## src/rtl/core/heart_rate_measurement_parser_defines.svh

```systemverilog
// ----------------------------------------------------------------------------
// Assertion macros for the heart-rate measurement parser
// Clocked on clk; the first form is held off during rst.
// ----------------------------------------------------------------------------
`ifndef HEART_RATE_MEASUREMENT_PARSER_DEFINES_SVH
`define HEART_RATE_MEASUREMENT_PARSER_DEFINES_SVH

// check a property outside reset
`define HRMP_ASSERT(lbl, prop, msg) \
  lbl: assert property (@(posedge clk) disable iff (rst) (prop)) else $error(msg);

// check a property at every edge, reset included
`define HRMP_ASSERT_ALWAYS(lbl, prop, msg) \
  lbl: assert property (@(posedge clk) (prop)) else $error(msg);

`endif

```

## src/rtl/core/hrmp_pkg.sv

```systemverilog
// ----------------------------------------------------------------------------
// hrmp_pkg
// Types and constants shared by the heart-rate measurement parser.
// ----------------------------------------------------------------------------
`default_nettype none

package hrmp_pkg;

  localparam int MAX_RR = 8;
  localparam logic [3:0] RR_LIMIT_RESET = 4'd8;

  localparam int Q_DEPTH = 4;
  localparam int Q_AW = $clog2(Q_DEPTH);
  localparam int Q_CW = $clog2(Q_DEPTH + 1);

  localparam int ADDR_W = 3;
  localparam logic [0:0] REG_RR_LIMIT = 1'd0;

  localparam logic [1:0] KIND_RATE = 2'd0;
  localparam logic [1:0] KIND_RR = 2'd1;
  localparam logic [1:0] KIND_END = 2'd2;

  localparam logic [6:0] RR_SCALE = 7'd125;

  typedef struct packed {
    logic [7:0] data_byte;
    logic packet_last;
  } in_t;

  typedef struct packed {
    logic [1:0] kind;
    logic [15:0] rate_bpm;
    logic [17:0] rr_ms_q2;
    logic [2:0] rr_index;
  } res_t;

  typedef struct packed {
    logic has_res;
    logic res_is_rr;
    logic [15:0] value;
    logic [2:0] idx;
    logic has_end;
  } cmd_t;

endpackage

`default_nettype wire

```

## src/rtl/core/heart_rate_measurement_parser.sv

```systemverilog
// ----------------------------------------------------------------------------
// heart_rate_measurement_parser
// Byte-serial parser for heart-rate measurement notifications.
//
// Input channel: push/full; one payload byte per item, packet_last on the
// final byte. Result channel: empty/pop; kind 0 gives the rate, kind 1 an
// RR interval in ms with two fraction bits, kind 2 the end of a packet.
// Config: APB write of rr_limit at address 0 (reset value 8).
//
// Throughput: one byte per cycle while the command queue has room; results
// leave at one item per cycle while the receiver pops, so a byte giving a
// result and an end marker yields two result items, absorbed by the
// four-entry command queue. A result passes the command queue and then the
// result stage's cur register before it reaches the ports.
// Reset clears the parser to expect a flags byte and drops queued items.
// When the receiver stalls, the current item holds and the queue fills;
// full then rises and holds off new bytes.
// ----------------------------------------------------------------------------
`default_nettype none

module heart_rate_measurement_parser (
  input  wire logic clk,
  input  wire logic rst,
  input  wire logic push,
  output logic full,
  input  wire hrmp_pkg::in_t byte_item,
  input  wire logic pop,
  output logic empty,
  output hrmp_pkg::res_t result,
  input  wire logic psel,
  input  wire logic penable,
  input  wire logic pwrite,
  input  wire logic [hrmp_pkg::ADDR_W-1:0] paddr,
  input  wire logic [31:0] pwdata,
  output logic [31:0] prdata,
  output logic pready
);

  logic [3:0] rr_limit;
  logic accept;
  logic cmd_valid;
  hrmp_pkg::cmd_t cmd;
  logic q_pop;
  logic q_valid;
  hrmp_pkg::cmd_t q_data;
  logic reg_hit;

  assign pready = 1'b1;
  assign reg_hit = (paddr[2] == hrmp_pkg::REG_RR_LIMIT);
  assign prdata = reg_hit ? {28'd0, rr_limit} : 32'd0;

  always_ff @(posedge clk) begin
    if (rst) begin
      rr_limit <= hrmp_pkg::RR_LIMIT_RESET;
    end else if (psel && penable && pwrite && reg_hit) begin
      rr_limit <= pwdata[3:0];
    end
  end

  assign accept = push && !full;

  hrmp_front u_front (
    .clk(clk),
    .rst(rst),
    .accept(accept),
    .byte_item(byte_item),
    .rr_limit(rr_limit),
    .cmd_valid(cmd_valid),
    .cmd(cmd)
  );

  hrmp_queue u_queue (
    .clk(clk),
    .rst(rst),
    .wr_en(cmd_valid),
    .wr_data(cmd),
    .full(full),
    .rd_en(q_pop),
    .rd_valid(q_valid),
    .rd_data(q_data)
  );

  hrmp_back u_back (
    .clk(clk),
    .rst(rst),
    .q_valid(q_valid),
    .q_data(q_data),
    .q_pop(q_pop),
    .pop(pop),
    .empty(empty),
    .result(result)
  );

endmodule

`default_nettype wire

```

## src/rtl/core/hrmp_queue.sv

```systemverilog
// ----------------------------------------------------------------------------
// hrmp_queue
// Short command queue between the byte parser and the result stage.
// ----------------------------------------------------------------------------
`default_nettype none
`include "heart_rate_measurement_parser_defines.svh"

module hrmp_queue (
  input  wire logic clk,
  input  wire logic rst,
  input  wire logic wr_en,
  input  wire hrmp_pkg::cmd_t wr_data,
  output logic full,
  input  wire logic rd_en,
  output logic rd_valid,
  output hrmp_pkg::cmd_t rd_data
);

  hrmp_pkg::cmd_t slots [hrmp_pkg::Q_DEPTH];
  logic [hrmp_pkg::Q_AW-1:0] wr_ptr;
  logic [hrmp_pkg::Q_AW-1:0] rd_ptr;
  logic [hrmp_pkg::Q_CW-1:0] count;

  assign full = (count == hrmp_pkg::Q_CW'(hrmp_pkg::Q_DEPTH));
  assign rd_valid = (count != '0);
  assign rd_data = slots[rd_ptr];

  always_ff @(posedge clk) begin
    if (wr_en) begin
      slots[wr_ptr] <= wr_data;
    end
  end

  always_ff @(posedge clk) begin
    if (rst) begin
      wr_ptr <= '0;
      rd_ptr <= '0;
      count <= '0;
    end else begin
      if (wr_en) begin
        wr_ptr <= wr_ptr + 1'b1;
      end
      if (rd_en) begin
        rd_ptr <= rd_ptr + 1'b1;
      end
      case ({wr_en, rd_en})
        2'b10: count <= count + 1'b1;
        2'b01: count <= count - 1'b1;
        default: count <= count;
      endcase
    end
  end

  `HRMP_ASSERT_ALWAYS(a_no_overflow, !(wr_en && full), "queue written while full")
  `HRMP_ASSERT(a_no_underflow, !(rd_en && !rd_valid), "queue read while empty")

endmodule

`default_nettype wire

```

## src/rtl/core/hrmp_front.sv

```systemverilog
// ----------------------------------------------------------------------------
// hrmp_front
// Byte parser: tracks the packet layout and issues result commands.
// ----------------------------------------------------------------------------
`default_nettype none
`include "heart_rate_measurement_parser_defines.svh"

module hrmp_front (
  input  wire logic clk,
  input  wire logic rst,
  input  wire logic accept,
  input  wire hrmp_pkg::in_t byte_item,
  input  wire logic [3:0] rr_limit,
  output logic cmd_valid,
  output hrmp_pkg::cmd_t cmd
);

  localparam logic [2:0] PH_FLAGS = 3'd0;
  localparam logic [2:0] PH_RATE_LO = 3'd1;
  localparam logic [2:0] PH_RATE_HI = 3'd2;
  localparam logic [2:0] PH_EN0 = 3'd3;
  localparam logic [2:0] PH_EN1 = 3'd4;
  localparam logic [2:0] PH_RR_LO = 3'd5;
  localparam logic [2:0] PH_RR_HI = 3'd6;
  localparam logic [2:0] PH_TAIL = 3'd7;

  logic [2:0] phase, phase_next;
  logic [7:0] flag_bits, flag_bits_next;
  logic [7:0] held_low_byte, held_low_byte_next;
  logic [3:0] rr_seen, rr_seen_next;
  logic rate_sent, rate_sent_next;

  logic [3:0] limit;
  logic [2:0] after_rate;
  logic [7:0] b;

  assign b = byte_item.data_byte;
  assign limit = (rr_limit < 4'(hrmp_pkg::MAX_RR)) ? rr_limit : 4'(hrmp_pkg::MAX_RR);
  assign after_rate = flag_bits[3] ? PH_EN0 : (flag_bits[4] ? PH_RR_LO : PH_TAIL);

  always_comb begin
    phase_next = phase;
    flag_bits_next = flag_bits;
    held_low_byte_next = held_low_byte;
    rr_seen_next = rr_seen;
    rate_sent_next = rate_sent;
    cmd = '0;
    case (phase)
      PH_FLAGS: begin
        flag_bits_next = b;
        phase_next = PH_RATE_LO;
      end
      PH_RATE_LO: begin
        if (flag_bits[0]) begin
          held_low_byte_next = b;
          phase_next = PH_RATE_HI;
        end else begin
          cmd.has_res = 1'b1;
          cmd.value = {8'd0, b};
          rate_sent_next = 1'b1;
          phase_next = after_rate;
        end
      end
      PH_RATE_HI: begin
        cmd.has_res = 1'b1;
        cmd.value = {b, held_low_byte};
        rate_sent_next = 1'b1;
        phase_next = after_rate;
      end
      PH_EN0: begin
        phase_next = PH_EN1;
      end
      PH_EN1: begin
        phase_next = flag_bits[4] ? PH_RR_LO : PH_TAIL;
      end
      PH_RR_LO: begin
        held_low_byte_next = b;
        phase_next = PH_RR_HI;
      end
      PH_RR_HI: begin
        if (rr_seen < limit) begin
          cmd.has_res = 1'b1;
          cmd.res_is_rr = 1'b1;
          cmd.value = {b, held_low_byte};
          cmd.idx = rr_seen[2:0];
          rr_seen_next = rr_seen + 1'b1;
        end
        phase_next = PH_RR_LO;
      end
      default: begin
        phase_next = phase;
      end
    endcase
    if (byte_item.packet_last) begin
      cmd.has_end = rate_sent_next;
      phase_next = PH_FLAGS;
      flag_bits_next = '0;
      held_low_byte_next = '0;
      rr_seen_next = '0;
      rate_sent_next = 1'b0;
    end
  end

  assign cmd_valid = accept && (cmd.has_res || cmd.has_end);

  always_ff @(posedge clk) begin
    if (rst) begin
      phase <= PH_FLAGS;
      flag_bits <= '0;
      held_low_byte <= '0;
      rr_seen <= '0;
      rate_sent <= 1'b0;
    end else if (accept) begin
      phase <= phase_next;
      flag_bits <= flag_bits_next;
      held_low_byte <= held_low_byte_next;
      rr_seen <= rr_seen_next;
      rate_sent <= rate_sent_next;
    end
  end

  `HRMP_ASSERT(a_rr_bound, rr_seen <= 4'(hrmp_pkg::MAX_RR), "RR count past its bound")
  `HRMP_ASSERT(a_end_after_rate,
    cmd_valid && cmd.has_end |-> rate_sent || (cmd.has_res && !cmd.res_is_rr),
    "end marker issued for a packet without a rate")

endmodule

`default_nettype wire

```

## src/rtl/core/hrmp_back.sv

```systemverilog
// ----------------------------------------------------------------------------
// hrmp_back
// Result stage: expands commands into result items and scales RR values.
// ----------------------------------------------------------------------------
`default_nettype none
`include "heart_rate_measurement_parser_defines.svh"

module hrmp_back (
  input  wire logic clk,
  input  wire logic rst,
  input  wire logic q_valid,
  input  wire hrmp_pkg::cmd_t q_data,
  output logic q_pop,
  input  wire logic pop,
  output logic empty,
  output hrmp_pkg::res_t result
);

  hrmp_pkg::cmd_t cur;
  logic cur_valid;
  logic res_done;
  logic show_res;
  logic cur_last;
  logic take;
  logic [22:0] prod;

  assign show_res = cur.has_res && !res_done;
  assign cur_last = show_res ? !cur.has_end : 1'b1;
  assign take = cur_valid && pop;
  assign q_pop = q_valid && (!cur_valid || (take && cur_last));
  assign empty = !cur_valid;

  assign prod = 23'(cur.value) * 23'(hrmp_pkg::RR_SCALE);

  always_comb begin
    result = '0;
    if (show_res) begin
      if (cur.res_is_rr) begin
        result.kind = hrmp_pkg::KIND_RR;
        result.rr_ms_q2 = prod[22:5];
        result.rr_index = cur.idx;
      end else begin
        result.kind = hrmp_pkg::KIND_RATE;
        result.rate_bpm = cur.value;
      end
    end else begin
      result.kind = hrmp_pkg::KIND_END;
    end
  end

  always_ff @(posedge clk) begin
    if (q_pop) begin
      cur <= q_data;
    end
  end

  always_ff @(posedge clk) begin
    if (rst) begin
      cur_valid <= 1'b0;
      res_done <= 1'b0;
    end else if (q_pop) begin
      cur_valid <= 1'b1;
      res_done <= 1'b0;
    end else if (take) begin
      if (cur_last) begin
        cur_valid <= 1'b0;
        res_done <= 1'b0;
      end else begin
        res_done <= 1'b1;
      end
    end
  end

  `HRMP_ASSERT(a_cmd_nonempty, cur_valid |-> cur.has_res || cur.has_end,
    "result stage holds a command with no item")
  `HRMP_ASSERT(a_res_done_end, cur_valid && res_done |-> cur.has_end,
    "second item shown for a command without an end marker")

endmodule

`default_nettype wire
```

## config.mk

```make
export PLATFORM = sky130hd
export DESIGN_NAME = heart_rate_measurement_parser
export DESIGN_NICKNAME = d
export VERILOG_FILES = /design/src/rtl/core/hrmp_pkg.sv /design/src/rtl/core/heart_rate_measurement_parser.sv /design/src/rtl/core/hrmp_queue.sv /design/src/rtl/core/hrmp_front.sv /design/src/rtl/core/hrmp_back.sv
export VERILOG_INCLUDE_DIRS = /design/src /design/src/rtl/core
export SDC_FILE = /design/constraint.sdc
export NUM_CORES = 1
export LEC_CHECK = 0
export BUFFER_PORTS_ARGS = -buffer_cell sky130_fd_sc_hd__buf_2
export CORE_MARGIN = 10
export CORE_UTILIZATION = 30
export DETAILED_ROUTE_END_ITERATION = 8
export PLACE_DENSITY = 0.58
export SLEW_MARGIN = 15
export SYNTH_ARGS = -nofsm -noshare
export SYNTH_HDL_FRONTEND = slang
export SYNTH_SLANG_ARGS = --single-unit
```

## constraint.sdc

```tcl
create_clock -name clk -period 5.9 [get_ports clk]
set_clock_uncertainty 0.05 [all_clocks]
set_input_delay 0 -clock clk [delete_from_list [all_inputs] [get_ports clk]]
set_output_delay 0 -clock clk [all_outputs]
set_load 0.01 [all_outputs]
```

Word-level counts from Yosys, hierarchy flattened
Memory sizes are Yosys's and may differ from the RTL's. A register that Yosys moved wholly into a read port is not among the register bits. Index checks and enable logic that the tools add are counted.

Div/mod/pow operators: 0. Equality and inequality tests: 10. Add/sub/neg operators: 5. Multipliers: 1. Multiplexer cells: 39. Bitwise operators: 1. $lt $le $gt $ge: 2. Shift operators: 0. Reduce and logical (&&, ||, !) cells: 31.

Operator list (count): one-hot mux 16 bit (3 select lines) (1); two-way mux 21 bit (2); two-way mux 37 bit (1); two-way mux 8 bit (3); multiplier 16 x 7 -> 23 bit, second input constant (1); one-hot mux 3 bit (7 select lines) (1); two-way mux 4 bit (5); two-way mux 16 bit (1); one-hot mux 8 bit (2 select lines) (1); two-way mux 1 bit (13); equality test 3 bit, second input constant (4); two-way mux 3 bit (4); nonzero test 2 bit (6); two-way mux 5 bit (2); logical AND 1 bit (9); nonzero test 8 bit (1); equality test 3 x 2 -> 1 bit, second input constant (2); one-hot mux 3 bit (2 select lines) (1); AND reduction 2 bit (3); AND reduction 3 bit (2); nonzero test 3 bit (2); adder 2 x 1 -> 2 bit, second input constant (2); adder 4 x 1 -> 4 bit, second input constant (1); logical NOT 1 bit (4); other kinds (15) (17).

Bits in registers: 34. ROM bits: 0. Output and inout port bits: 74. Memories: 1. Input port bits: 51. RAM bits: 88. Bits in latches: 0. Logic and storage cells: 101.

Memory list: u_queue.slots (depth 4, bits a word 22, read ports 1, clocked after memory_dff 1, wr ports 1, line hrmp_queue.sv:19) `hrmp_pkg::cmd_t slots [hrmp_pkg::Q_DEPTH];`.

Depth between registers and ports, before layout
Depth in word-level cells: 9. Depth in mapped cells: 16. Gate-level depth less buffers: 15.

Hierarchy
A second synthesis with hierarchy kept.

Cells, all modules: 728. Area, all modules: 8901.0 µm².

By module, submodules not included: hrmp_back (area each 3613.5 µm², instances 1, cells an instance 361, sequential area each 700.7 µm²); hrmp_queue (area each 3604.7 µm², instances 1, cells an instance 157, sequential area each 2822.7 µm²); hrmp_front (area each 1229.9 µm², instances 1, cells an instance 156, sequential area each 380.4 µm²); heart_rate_measurement_parser (area each 452.9 µm², instances 1, cells an instance 54, sequential area each 80.1 µm²).

Least setup slack after synthesis
No wires, ideal clock.

Kind: reg-to-output. From: reg, netlist name u_back.cur[15]. To: out result[20] (netlist bit). Path buffers: 1. Required time: 5.850 ns. Cell stages (with the launch flop): 17. Setup slack: 1.637 ns. Arrival: 4.213 ns. Cells stage by stage: edfxtp_1 -> inv_1 -> fa_1 -> fa_1 -> inv_1 -> fa_1 -> inv_1 -> fa_1 -> inv_1 -> ha_1 -> clkbuf_1 -> nor2_1 -> o311ai_0 -> a21oi_1 -> a2111oi_0 -> a31oi_1 -> o221ai_1.

RTL lines: end: declaration (line heart_rate_measurement_parser.sv:29) `output hrmp_pkg::res_t result,`.

==> results.ini <==
[logic_synthesis]
synth_top_cell_by_area=edfxtp_1
synth_warnings=0
yosysMostFrequentCell=edfxtp_1
avgSynthCellArea_um2=12.1
synth_edf_count=110
ys_top_cells_by_count=110 x edfxtp_1, 90 x inv_1, 59 x ha_1, 54 x fa_1, 46 x nor2_1
ys_types=61
postSynthCellCount=728
synth-seq-area-share=0.449
synthesis.area_um2=8780
synthArstFlopShare=0
synth_ff_type=edfxtp_1
yosysTopAreaCellShare=0.376
ys_top_cells_by_area=edfxtp_1 38%, fa_1 12%, ha_1 8.4%
ys_ff_latch=142

[worst_setup_path]
cp_max_fo=10
startpoint=u_back.cur[14]
end_kind=primary output
arrival_ns=5.16
timing.rr.start=rr_limit[3]
cp-start-kind=register
critPathKind=register to primary output
cp.required_ns=5.85

[layout]
drive_above_1_share=0.170
stdcell_area_um2=10100
fin_util=0.352
area_delta_synth_final_pct=15.4
nets=968
filler_cell_count=2870
num_antenna_cells=0

[sta]
fmax_mhz=192
period_share=0.883
drv_slew=0
slew_headroom=0.225
period_minus_slack_ns=5.21
worstMarginPinSlew_ns=1.16
hold_ws_ns=0.0400
setup_viol=0
rsz0062_at_grt=false
hold_viol_final=0
fin_setup_tns_ns=0

[grt]
antenna_found_initial=0
grt_first_pass_wirelength_um=29800
grt_start_max_net_pins=33
track_usage=0.101
overflow=0
grt_pass1_vias=5749

[place]
place_area_um2=9410
gp_congestion=0.833
dp_hpwl_um=13600
io_buffers=65

[status]
status=complete, no violations

[die]
initial_core_util=0.305
die_h_um=191
pin_count=125
rows=62
dieArea_um2=36500
die_w_um=191
coreArea_um2=28800

[clocking]
cts.sinks=142
cts_tree=done
cts_root_buf=clkbuf_16
insertion_delay_ns=0.42
cts_setup_buffers=0
clock_path_buffers=2
clkSlewWorstSetupHoldPaths_ns=0.06
cts-buffers-inserted=17
h-tree-depth=4

[detailed_routing]
drt-total-wl_um=18300
vias_per_cell=4.56
antenna_left=0
wl_per_cell_um=15.2
vias=5471
drt-initial-drc-count=253
drc=0
drt_pass1_iterations=4

[worst_hold_path]
hp-class=input port to register
hold_start=pwrite

[run]
timing.max_cap.violations=0

-- critical path, cell delays in order (launching register included) --
cell and delay (ns):
edfxtp_1 0.41, inv_1 0.28, fa_1 0.50, fa_1 0.52, inv_1 0.05, fa_1 0.50, inv_1 0.05, fa_1 0.52
inv_1 0.04, ha_1 0.46, nor2_1 0.09, o311ai_0 0.54, a21oi_1 0.12, a2111oi_0 0.33, a31oi_1 0.07, o221ai_1 0.08
buf_2 0.16
-- final timing paths --
kind,end,slack [ns],cells past startpoint
setup / recovery,result[20],0.69,16
hold / removal,rr_limit[3],0.04,3
setup reg to reg,u_queue.slots[3][8],2.06,9
hold reg to reg,u_front.rr_seen[3],0.45,2
-- area by class of cell --
cell class | instances | area, um^2 | share of cell area
Multi-Input combinational cell | 465 | 4270 | 0.421
Tap cell | 384 | 480 | 0.0474
Clock inverter | 14 | 144 | 0.0142
Timing Repair Buffer | 86 | 518 | 0.0511
Inverter | 92 | 345 | 0.0341
Sequential cell | 142 | 3940 | 0.389
Clock buffer | 18 | 429 | 0.0424
-- through the flow --
stage	std cells	setup slack, ns
6_report	1201	0.688
5_1_grt	1201	0.254
4_1_cts	1201	0.687
3_5_place_dp	1155	1.15
3_3_place_gp	1155	1.15
2_1_floorplan	755	1.64
-- timing repair --
item,in CTS,in global routing
gates resized for setup,0,0
endpoints found under the setup margin,0,0
hold buffers,14,0
hold endpoints to repair,71,0
-- state kept, by name, indices dropped and copies added, names as in the netlist --
signal                 flops
u_front.held_low_byte      8
u_back.res_done            1
u_queue.rd_ptr             2
u_queue.count              3
u_front.flag_bits          3
u_queue.wr_ptr             2
u_queue.slots             88
u_front.rr_seen            4
u_back.cur                22
u_front.phase              3
u_front.rate_sent          1
u_back.cur_valid           1
rr_limit                   4
-- layout by cell type (no fill, tap or decap), types with 5 or more instances in the layout --
cell type and n:
buf_2 65, clkinv_2 5, o21a_1 5, and2_1 16, a21oi_1 35, nand2_1 23, xnor2_1 10, nand2b_1 5
mux4_2 22, nor2_1 46, nor3b_1 5, conb_1 29, a21o_1 8, dfxtp_1 32, a211oi_1 6, nor3_1 28
buf_4 7, xor2_1 8, nor2b_1 7, mux2i_1 5, a22o_1 8, dlygate4sd3_1 14, and3_1 5, nand4_1 6
ha_1 59, clkbuf_16 17, fa_1 54, a22oi_1 8, o21ai_0 15, inv_1 90, edfxtp_1 110
-- cells by family (layout without fill, tap and decap cells) --
| group | after synthesis | in the layout | synth area share |
|---|---|---|---|
| buf+inv | 148 | 210 | 0.0766 |
| xor+xnor | 18 | 18 | 0.0180 |
| fa+ha+maj | 113 | 113 | 0.207 |
| flops | 142 | 142 | 0.449 |
| other cells | 2 | 29 | 0.000856 |
| mux | 27 | 27 | 0.0622 |
| compound gates | 114 | 114 | 0.0877 |
| simple gates | 164 | 164 | 0.0981 |
-- per-layer routing --
metal / up-vias / share of wire / global-route usage
met3: 13 / 0.041 / 0.0246
met1: 2684 / 0.46 / 0.125
li1: 2678 / - / -
met4: 0 / 0.0078 / 0.0254
met2: 96 / 0.49 / 0.172
met5: - / 0 / 0
Power is not shown: default switching activity piles up to over one toggle a cycle in this logic, so the estimate is an artifact.
